[config.mk]
export PLATFORM = sky130hd
export DESIGN_NAME = relay_bank_auto_off_timer
export DESIGN_NICKNAME = d
export VERILOG_FILES = /design/src/sv/rbt_pkg.sv /design/src/sv/relay_bank_auto_off_timer.sv
export SDC_FILE = /design/constraint.sdc
export NUM_CORES = 1
export LEC_CHECK = 0
export ABC_AREA = 1
export ABC_CLOCK_PERIOD_IN_PS = 2700
export BUFFER_PORTS_ARGS = -buffer_cell sky130_fd_sc_hd__buf_2
export CAP_MARGIN = 15
export CELL_PAD_IN_SITES_DETAIL_PLACEMENT = 0
export CELL_PAD_IN_SITES_GLOBAL_PLACEMENT = 1
export CORE_ASPECT_RATIO = 0.6
export CORE_MARGIN = 2
export CORE_UTILIZATION = 36
export DETAILED_ROUTE_END_ITERATION = 16
export PLACE_DENSITY_LB_ADDON = 0.1
export SLEW_MARGIN = 15
export SYNTH_ARGS = -nofsm -noshare
export SYNTH_HDL_FRONTEND = slang
export SYNTH_SLANG_ARGS = --single-unit
[constraint.sdc]
create_clock -name aclk -period 2.7 [get_ports aclk]
set_input_delay 0.54 -clock aclk [delete_from_list [all_inputs] [get_ports aclk]]
set_output_delay 0.54 -clock aclk [all_outputs]
set_load 0.05 [all_outputs]
[src/sv/rbt_pkg.sv]
// Shared types and constants for the relay bank auto-off timer.
package rbt_pkg;

    localparam int unsigned OP_W       = 2;
    localparam int unsigned SEL_W      = 8;
    localparam int unsigned RELAY_N    = 6;
    localparam int unsigned TICKS_W    = 16;
    localparam int unsigned S_TDATA_W  = 16;
    localparam int unsigned M_TDATA_W  = 16;
    localparam int unsigned APB_DATA_W = 32;
    localparam int unsigned APB_ADDR_W = 3;

    localparam int unsigned FULL_TIME_UNITS = 720;
    localparam logic [TICKS_W-1:0] DEFAULT_RELOAD = TICKS_W'(FULL_TIME_UNITS / 4);

    localparam logic [SEL_W-1:0]   SEL_ALL        = 8'd0;
    localparam logic [SEL_W-1:0]   SEL_SUPPLY     = 8'd1;
    localparam logic [SEL_W-1:0]   SEL_LAST_RELAY = 8'd6;
    localparam logic [SEL_W-1:0]   SEL_MASK_QUERY = 8'd255;
    localparam logic [RELAY_N-1:0] CIRCUIT_BITS   = 6'b111110;

    localparam logic [0:0] REG_TIMEOUT_TICKS = 1'b0;

    typedef logic [RELAY_N-1:0] relay_vec_t;

    typedef enum logic [OP_W-1:0] {
        OP_SWITCH_OFF = 2'd0,
        OP_SWITCH_ON  = 2'd1,
        OP_QUERY      = 2'd2,
        OP_TICK       = 2'd3
    } op_t;

endpackage

[src/sv/relay_bank_auto_off_timer.sv]
// Top level of the relay bank auto-off timer: request decode, relay state and countdown.
//
//  channel  | ports             | payload (low bit up)
//  ---------+-------------------+------------------------------------------------
//  request  | s_tvalid/s_tready | s_tdata: operation[1:0], relay_select[9:2]
//  result   | m_tvalid/m_tready | m_tdata: state_value[5:0], relay_drive[11:6]
//  config   | APB psel/penable  | 0x0 timeout_ticks[15:0]
//
// One request per cycle: the relay and countdown update is a single pass from
// s_tdata into the result register, one result per request.
// s_tready drops only while a held result is not taken by m_tready.
// Synchronous active-low reset: relays off, countdown and timeout_ticks at 180.
module relay_bank_auto_off_timer (
    input  logic                             aclk,
    input  logic                             aresetn,
    input  logic                             s_tvalid,
    output logic                             s_tready,
    // operation[1:0], relay_select[9:2], zero fill
    input  logic [rbt_pkg::S_TDATA_W-1:0]    s_tdata,
    output logic                             m_tvalid,
    input  logic                             m_tready,
    // state_value[5:0], relay_drive[11:6], zero fill
    output logic [rbt_pkg::M_TDATA_W-1:0]    m_tdata,
    input  logic                             psel,
    input  logic                             penable,
    input  logic                             pwrite,
    input  logic [rbt_pkg::APB_ADDR_W-1:0]   paddr,
    input  logic [rbt_pkg::APB_DATA_W-1:0]   pwdata,
    output logic [rbt_pkg::APB_DATA_W-1:0]   prdata,
    output logic                             pready
);
    import rbt_pkg::*;

    logic [TICKS_W-1:0] timeout_reg;
    logic [TICKS_W-1:0] countdown_reg, countdown_next;
    relay_vec_t         relay_on_reg, relay_on_next;
    logic               m_valid_reg;
    relay_vec_t         state_value_reg, state_value_next;

    op_t                op;
    logic [SEL_W-1:0]   sel;
    logic               sel_valid;
    logic [2:0]         sel_idx;
    relay_vec_t         sel_bits;
    relay_vec_t         mask_next;
    logic               accept;
    logic               cfg_write;

    assign pready    = 1'b1;
    assign cfg_write = psel & penable & pwrite;
    assign prdata    = (paddr[2] == REG_TIMEOUT_TICKS) ?
                       APB_DATA_W'(timeout_reg) : '0;

    assign s_tready = !m_valid_reg || m_tready;
    assign accept   = s_tvalid && s_tready;
    assign m_tvalid = m_valid_reg;
    assign m_tdata  = M_TDATA_W'({relay_on_reg, state_value_reg});

    assign op        = op_t'(s_tdata[OP_W-1:0]);
    assign sel       = s_tdata[OP_W +: SEL_W];
    assign sel_idx   = 3'(sel[2:0] - 3'd1);
    assign sel_valid = (sel <= SEL_LAST_RELAY);

    always_comb begin
        if (sel == SEL_ALL) begin
            sel_bits = CIRCUIT_BITS;
        end else begin
            sel_bits = relay_vec_t'(6'd1 << sel_idx);
        end
    end

    always_comb begin
        relay_on_next  = relay_on_reg;
        countdown_next = countdown_reg;
        unique case (op)
            OP_SWITCH_OFF: begin
                if (sel_valid) begin
                    relay_on_next = relay_on_reg & ~sel_bits;
                end
            end
            OP_SWITCH_ON: begin
                if (sel_valid) begin
                    relay_on_next = relay_on_reg | sel_bits;
                    if (sel != SEL_SUPPLY) begin
                        countdown_next = timeout_reg;
                    end
                end
            end
            OP_QUERY: begin
            end
            OP_TICK: begin
                if (countdown_reg <= TICKS_W'(1)) begin
                    relay_on_next  = relay_on_reg & ~CIRCUIT_BITS;
                    countdown_next = timeout_reg;
                end else begin
                    countdown_next = countdown_reg - TICKS_W'(1);
                end
            end
            default: begin
            end
        endcase
    end

    always_comb begin
        mask_next    = relay_on_next & CIRCUIT_BITS;
        mask_next[0] = |(relay_on_next & CIRCUIT_BITS);
        if (op == OP_QUERY) begin
            priority if (sel == SEL_ALL) begin
                state_value_next = relay_vec_t'(|(relay_on_reg & CIRCUIT_BITS));
            end else if (sel == SEL_MASK_QUERY) begin
                state_value_next = mask_next;
            end else if (sel_valid) begin
                state_value_next = relay_vec_t'((relay_on_reg >> sel_idx) & 6'd1);
            end else begin
                state_value_next = '0;
            end
        end else begin
            state_value_next = mask_next;
        end
    end

    always_ff @(posedge aclk) begin
        if (!aresetn) begin
            timeout_reg   <= DEFAULT_RELOAD;
            countdown_reg <= DEFAULT_RELOAD;
            relay_on_reg  <= '0;
            m_valid_reg   <= 1'b0;
        end else begin
            if (cfg_write && paddr[2] == REG_TIMEOUT_TICKS) begin
                timeout_reg <= pwdata[TICKS_W-1:0];
            end
            if (accept) begin
                relay_on_reg  <= relay_on_next;
                countdown_reg <= countdown_next;
                m_valid_reg   <= 1'b1;
            end else if (m_tready) begin
                m_valid_reg   <= 1'b0;
            end
        end
    end

    always_ff @(posedge aclk) begin
        if (accept) begin
            state_value_reg <= state_value_next;
        end
    end

    a_drive_tracks_state: assert property (@(posedge aclk) disable iff (!aresetn)
        m_tvalid |-> m_tdata[11:6] == relay_on_reg)
        else $error("relay_drive differs from relay state");

    a_tick_expiry_clears: assert property (@(posedge aclk) disable iff (!aresetn)
        (accept && op == OP_TICK && countdown_reg <= TICKS_W'(1))
        |=> (relay_on_reg & CIRCUIT_BITS) == '0 && countdown_reg == $past(timeout_reg))
        else $error("expired countdown did not clear circuits");

    a_stall_only_when_blocked: assert property (@(posedge aclk) disable iff (!aresetn)
        !s_tready |-> m_valid_reg && !m_tready)
        else $error("request side stalled without a blocked result");

    a_query_keeps_state: assert property (@(posedge aclk) disable iff (!aresetn)
        (accept && op == OP_QUERY)
        |=> $stable(relay_on_reg) && $stable(countdown_reg))
        else $error("query changed relay or countdown state");

endmodule

==> metrics.yaml, run 1 <==
floorplanning:
  die_y_um: 74.07
  core-area_um2: 7914
  rows: 25
  initial_core_util_pct: 37.22
  pin_count: 109
  die_area_um2: 8945
  die_w_um: 120.8
sta:
  finClkSkew_ps: 4.562
  fmax_ghz: 0.4456
  hold_ws_ps: 474.5
  min_period_ps: 2244
  tightest_slew_ps: 689.1
  finalHoldViolations: 0
  final.period_utilization_pct: 83.12
  maxSlewHeadroom_pct: 54.01
  setup_tns_ps: 0
  drv_slew: 0
  finalSetupViolCount: 0
  rsz0062_at_grt: "no"
clocking:
  cts_setup_buffers: 0
  clock_sinks: 45
  cts_resized: 0
  cts_buffer_depth: 2
  root_buffer: "clkbuf_16"
  cts_buffers: 5
  hold_buffers: 0
  clk_pin_slew_ps: 70
  clk_latency_ps: 290
  cts-htree-levels: 2
  cts_tree: "built"
place:
  finalWeightedCongestion: 0.8463
  dpl_cell_area_um2: 3262
  placedCellCount: 602
  placement.io_buffers: 63
  detailed_place_hpwl_um: 6314
synth:
  synth_top_area_share_pct: 26.51
  synthTopCellsByCount: "80 x nand2_1, 61 x nor2_1, 58 x inv_1"
  synth_cells: 442
  synth_most_common_cell: "nand2_1"
  yosys_register_bits: 45
  synth_area_per_cell_um2: 6.664
  synthArstFlopShare_pct: 0
  synth_edf_count: 6
  ys.flop_type: "dfxtp_1"
  synth_area_leaders: "dfxtp_1 27%, nand2_1 10%, nor2_1 7.8%"
  seq_area_frac_synth_pct: 32.63
  synth_largest_area_cell: "dfxtp_1"
  synth.cell_area_um2: 2945
  synth.distinct_cells: 34
  yosysWarnings: 0
power:
  powerDensity_nw_per_um2: 513.6
  ir_worst_vdd_uv: 217.2
  power_mw: 1.751
  p_leak_nw: 1.593
critical_path:
  crit_top_cell: "nand2_1"
  worstSetupPathType: "reg2reg"
  worstPathRequired_ps: 2740
  path_buf_inv: 2
  cpLargestDelayFamily: "simple AND/OR/NAND/NOR gates"
  critPathSlowestCell: "dfxtp_1"
  worstSetupEndpointType: "flop"
  arrival_ps: 2280
  start_kind: "flop"
  worstPathCellList: "inv_1 > ha_1 > inv_1 > nand2_1 > nand3_1 > nor2_1 > nand2_1 > nand2_4 > nand2_2 > nand2_1 > nand3_1 > nor2_1 > nand3_1 > nand2_1 > nand2_1"
  path_max_fanout: 18
  critPathMaxStageDelay_ps: 340
route:
  drc_errors: 0
  wl_met3_um: 692
  wl_per_cell_um: 13.48
  drtIter0Drc: 184
  via_count: 2883
  top_layer_used: "met4"
  vias_per_cell: 4.726
  ant_nets: 0
  met1_length_um: 4900
  drt-total-wl_um: 8224
  drt_first_pass_iters: 5
  dr_wl_met2_um: 2579
layout:
  nNetsFinal: 567
  design_area_um2: 3408
  num_antenna_cells: 0
  syn_to_final_growth_pct: 15.72
  layout-drive-gt1-share_pct: 17.53
  layoutNonFillerInstCount: 610
outcome:
  status: "finished clean"
global_routing:
  grt_antenna_before_repair: 0
  grt_pass1_wl_um: 12760
  grt_overflow: 0
  grt.total_usage_pct: 18.67
  grt_max_degree: 25
  grt_pass1_vias: 2351
min_path:
  min_path_type: "in2reg"
flow_run:
  drv_cap: 0
## path summary, 6_finish.rpt
check	startpoint	end	slack (ps)	depth (start not counted)
setup / recovery	countdown_reg[0]	state_value_reg[0]	460	15
hold / removal	pwdata[4]	timeout_reg[4]	470	3
setup reg to reg	countdown_reg[0]	state_value_reg[0]	460	15
hold reg to reg	timeout_reg[6]	timeout_reg[6]	470	2
## worst reg2reg max path, stage by stage (launching register included)
cell     delay [ps]
dfxtp_1         340
inv_1           150
ha_1            230
inv_1            70
nand2_1          60
nand3_1          70
nor2_1           90
nand2_1          90
nand2_4         210
nand2_2         140
nand2_1         110
nand3_1         130
nor2_1          120
nand3_1          80
nand2_1          60
nand2_1          60
## placed cells by master (no fill, tap or decap), types with 6 or more instances in the layout
| cell type | n |
|---|---|
| nand2_1 | 80 |
| buf_2 | 63 |
| nor2_1 | 61 |
| inv_1 | 58 |
| dfxtp_1 | 39 |
| o21ai_0 | 35 |
| a21oi_1 | 32 |
| nand3_1 | 27 |
| conb_1 | 21 |
| o211ai_1 | 20 |
| ha_1 | 8 |
| o21ai_1 | 6 |
| edfxtp_1 | 6 |
## cell families after synthesis
family | Yosys count | synth area share [%]
xor+xnor | 3 | 0.8923
flops | 45 | 32.63
fa+ha+maj | 8 | 3.399
other cells | 2 | 0.2550
buf+inv | 95 | 15.97
compound gates | 103 | 20.18
simple gates | 186 | 26.68
## routing by layer
layer | global-route usage [%] | vias up
met4 | 3.488 | 0
li1 | - | 1519
met1 | 33.27 | 1231
met2 | 20.40 | 128
met3 | 4.294 | 5
met5 | 0 | -
## final cells by class
type                            count  area, um^2
Sequential cell                    45       960.9
Tap cell                          108       135.1
Fill cell                         865        4506
Timing Repair Buffer               68       352.8
Inverter                           60       227.7
Clock inverter                      3       21.27
Clock buffer                        5       125.1
Multi-Input combinational cell    321        1585
## stage by stage
step	setup slack, ps	util [%]
2_1_floorplan	605.6	-
3_3_place_gp	260.0	41.22
3_5_place_dp	243.5	41.22
4_1_cts	516.3	43.07
5_1_grt	263.9	43.07
6_report	455.8	43.07
## report_power, final
part	internal, mW	total, mW	leakage, nW	switching, mW
clock network	0.345	0.619	0.0702	0.274
logic	0.0947	0.395	1.14	0.301
registers	0.710	0.736	0.378	0.0260
total	1.15	1.75	1.59	0.601
(Power assumes the default switching activity.)
==> inputs of run 2 (changes only) <==
--- a/config.mk
+++ b/config.mk
@@ -6,14 +6,14 @@
 export NUM_CORES = 1
 export LEC_CHECK = 0
 export ABC_AREA = 1
-export ABC_CLOCK_PERIOD_IN_PS = 2700
+export ABC_CLOCK_PERIOD_IN_PS = 2300
 export BUFFER_PORTS_ARGS = -buffer_cell sky130_fd_sc_hd__buf_2
 export CAP_MARGIN = 15
 export CELL_PAD_IN_SITES_DETAIL_PLACEMENT = 0
 export CELL_PAD_IN_SITES_GLOBAL_PLACEMENT = 1
 export CORE_ASPECT_RATIO = 0.6
 export CORE_MARGIN = 2
-export CORE_UTILIZATION = 36
+export CORE_UTILIZATION = 34
 export DETAILED_ROUTE_END_ITERATION = 16
 export PLACE_DENSITY_LB_ADDON = 0.1
 export SLEW_MARGIN = 15
==> constraint.sdc (replaced) <==
create_clock -name aclk -period 2.3 [get_ports aclk]
set_input_delay 0.46 -clock aclk [delete_from_list [all_inputs] [get_ports aclk]]
set_output_delay 0.46 -clock aclk [all_outputs]
set_load 0.05 [all_outputs]
==> metrics.yaml, run 2 (synthesis gave the netlist of run 1 again) <==
outcome:
  status: "finished clean"
critical_path:
  startpoint: "s_tdata[2]"
  r2r_setup_slack_ps: 400
  start_kind: "input port"
  r2r_cells: 15
  arrival_ps: 2180
  endpoint: "countdown_reg[14]"
  worstPathRequired_ps: 2450
  r2r-end: "state_value_reg[0]"
  path_max_fanout: 12
  worstSetupPathType: "in2reg"
  worstReg2RegStart: "countdown_reg[0]"
  worstSetupEndpointType: "flop"
sta:
  finClkSkew_ps: 7.132
  rsz0062_at_grt: "no"
  maxSlewHeadroom_pct: 55.64
  finalHoldViolations: 0
  final.period_utilization_pct: 88.46
  fmax_ghz: 0.4915
  drv_slew: 0
  min_period_ps: 2034
  finalSetupViolCount: 0
  tightest_slew_ps: 664.6
clocking:
  cts_buffer_depth: 2
  cts_setup_buffers: 0
  hold_buffers: 0
  cts_buffers: 5
  clk_pin_slew_ps: 70
  cts_tree: "built"
  clk_latency_ps: 290
  cts_resized: 0
  clock_sinks: 45
  root_buffer: "clkbuf_16"
  cts-htree-levels: 2
floorplanning:
  die_area_um2: 9448
  core-area_um2: 8458
  rows: 26
  die_w_um: 124.2
  initial_core_util_pct: 34.82
  pin_count: 109
  die_y_um: 76.10
route:
  dr_wl_met2_um: 2724
  drt-total-wl_um: 8540
  vias_per_cell: 4.756
  ant_nets: 0
  wl_per_cell_um: 13.62
  wl_met3_um: 687
  met1_length_um: 5066
  drc_errors: 0
  top_layer_used: "met4"
  drt_first_pass_iters: 4
  via_count: 2982
  drtIter0Drc: 193
place:
  detailed_place_hpwl_um: 6615
  placement.io_buffers: 63
  placedCellCount: 619
  finalWeightedCongestion: 0.8634
layout:
  layout-drive-gt1-share_pct: 19.81
  syn_to_final_growth_pct: 21.37
  final_common_cell: "nand2_1"
  nFillCells: 902
  nNetsFinal: 580
  layoutNonFillerInstCount: 627
  most-common-layout-cells: "80 x nand2_1, 63 x buf_2, 61 x nor2_1, 57 x inv_1, 39 x dfxtp_1"
  num_antenna_cells: 0
global_routing:
  grt_overflow: 0
  grt_pass1_wl_um: 13590
  grt_antenna_before_repair: 0
  grt_pass1_vias: 2602
  grt.total_usage_pct: 18.60
  grt_max_degree: 25
min_path:
  min_path_type: "in2reg"
power:
  powerDensity_nw_per_um2: 628.6
  p_leak_nw: 1.685
  ir_worst_vdd_uv: 290.5
  power_mw: 2.247
flow_run:
  drv_cap: 0
[run 2: area by class of cell]
type                            count  area, um^2  share of cell area, %
Clock inverter                      2       35.03                 0.9800
Timing Repair Buffer               81       475.5                  13.30
Sequential cell                    45       960.9                  26.88
Tap cell                          112       140.1                  3.920
Multi-Input combinational cell    321        1585                  44.35
Inverter                           60       227.7                  6.370
Clock buffer                        6       150.1                  4.200
[run 2: layer usage]
metal  vias up  GRT usage, %
met2       121         20.05
met5         -             0
met3         9         3.967
met1      1300         34.23
li1       1552             -
met4         0         2.921
[run 2: how the worst min path moves through the flow]
stage	start	endpoint	slack, ps	cells past startpoint
floorplan	timeout_reg[15]	timeout_reg[15]	440	2
global placement	timeout_reg[0]	timeout_reg[0]	460	2
detailed placement	timeout_reg[6]	timeout_reg[6]	480	2
CTS	pwdata[4]	timeout_reg[4]	390	3
global route	pwdata[7]	timeout_reg[7]	420	3
finish	pwdata[4]	timeout_reg[4]	390	3
[run 2: stage by stage]
stage	hold WS (ps)	setup slack [ps]	instance area (um^2)	utilization, %	setup TNS [ps]
detailed placement	475.6	-41.45	3390	40.07	-65.89
global route	415.9	19.30	3575	42.26	0
CTS	390.2	256.2	3575	42.26	0
finish	389.8	265.5	3575	42.26	0
global placement	463.0	8.313	3390	40.07	0
floorplan	441.6	269.7	3017	-	0
[run 2: worst max-delay path: stages]
cell and delay [ps]:
buf_2 100, inv_1 110, ha_1 180, nor2_1 70, nor2_2 400, inv_1 160
a21oi_4 170, buf_12 150, inv_2 90, o21ai_0 200, a21oi_1 80
[run 2: power breakdown]
part / internal (mW) / total [mW] / switching (mW)
registers: 0.834 / 0.866 / 0.0317
logic: 0.127 / 0.485 / 0.357
clock network: 0.577 / 0.897 / 0.319
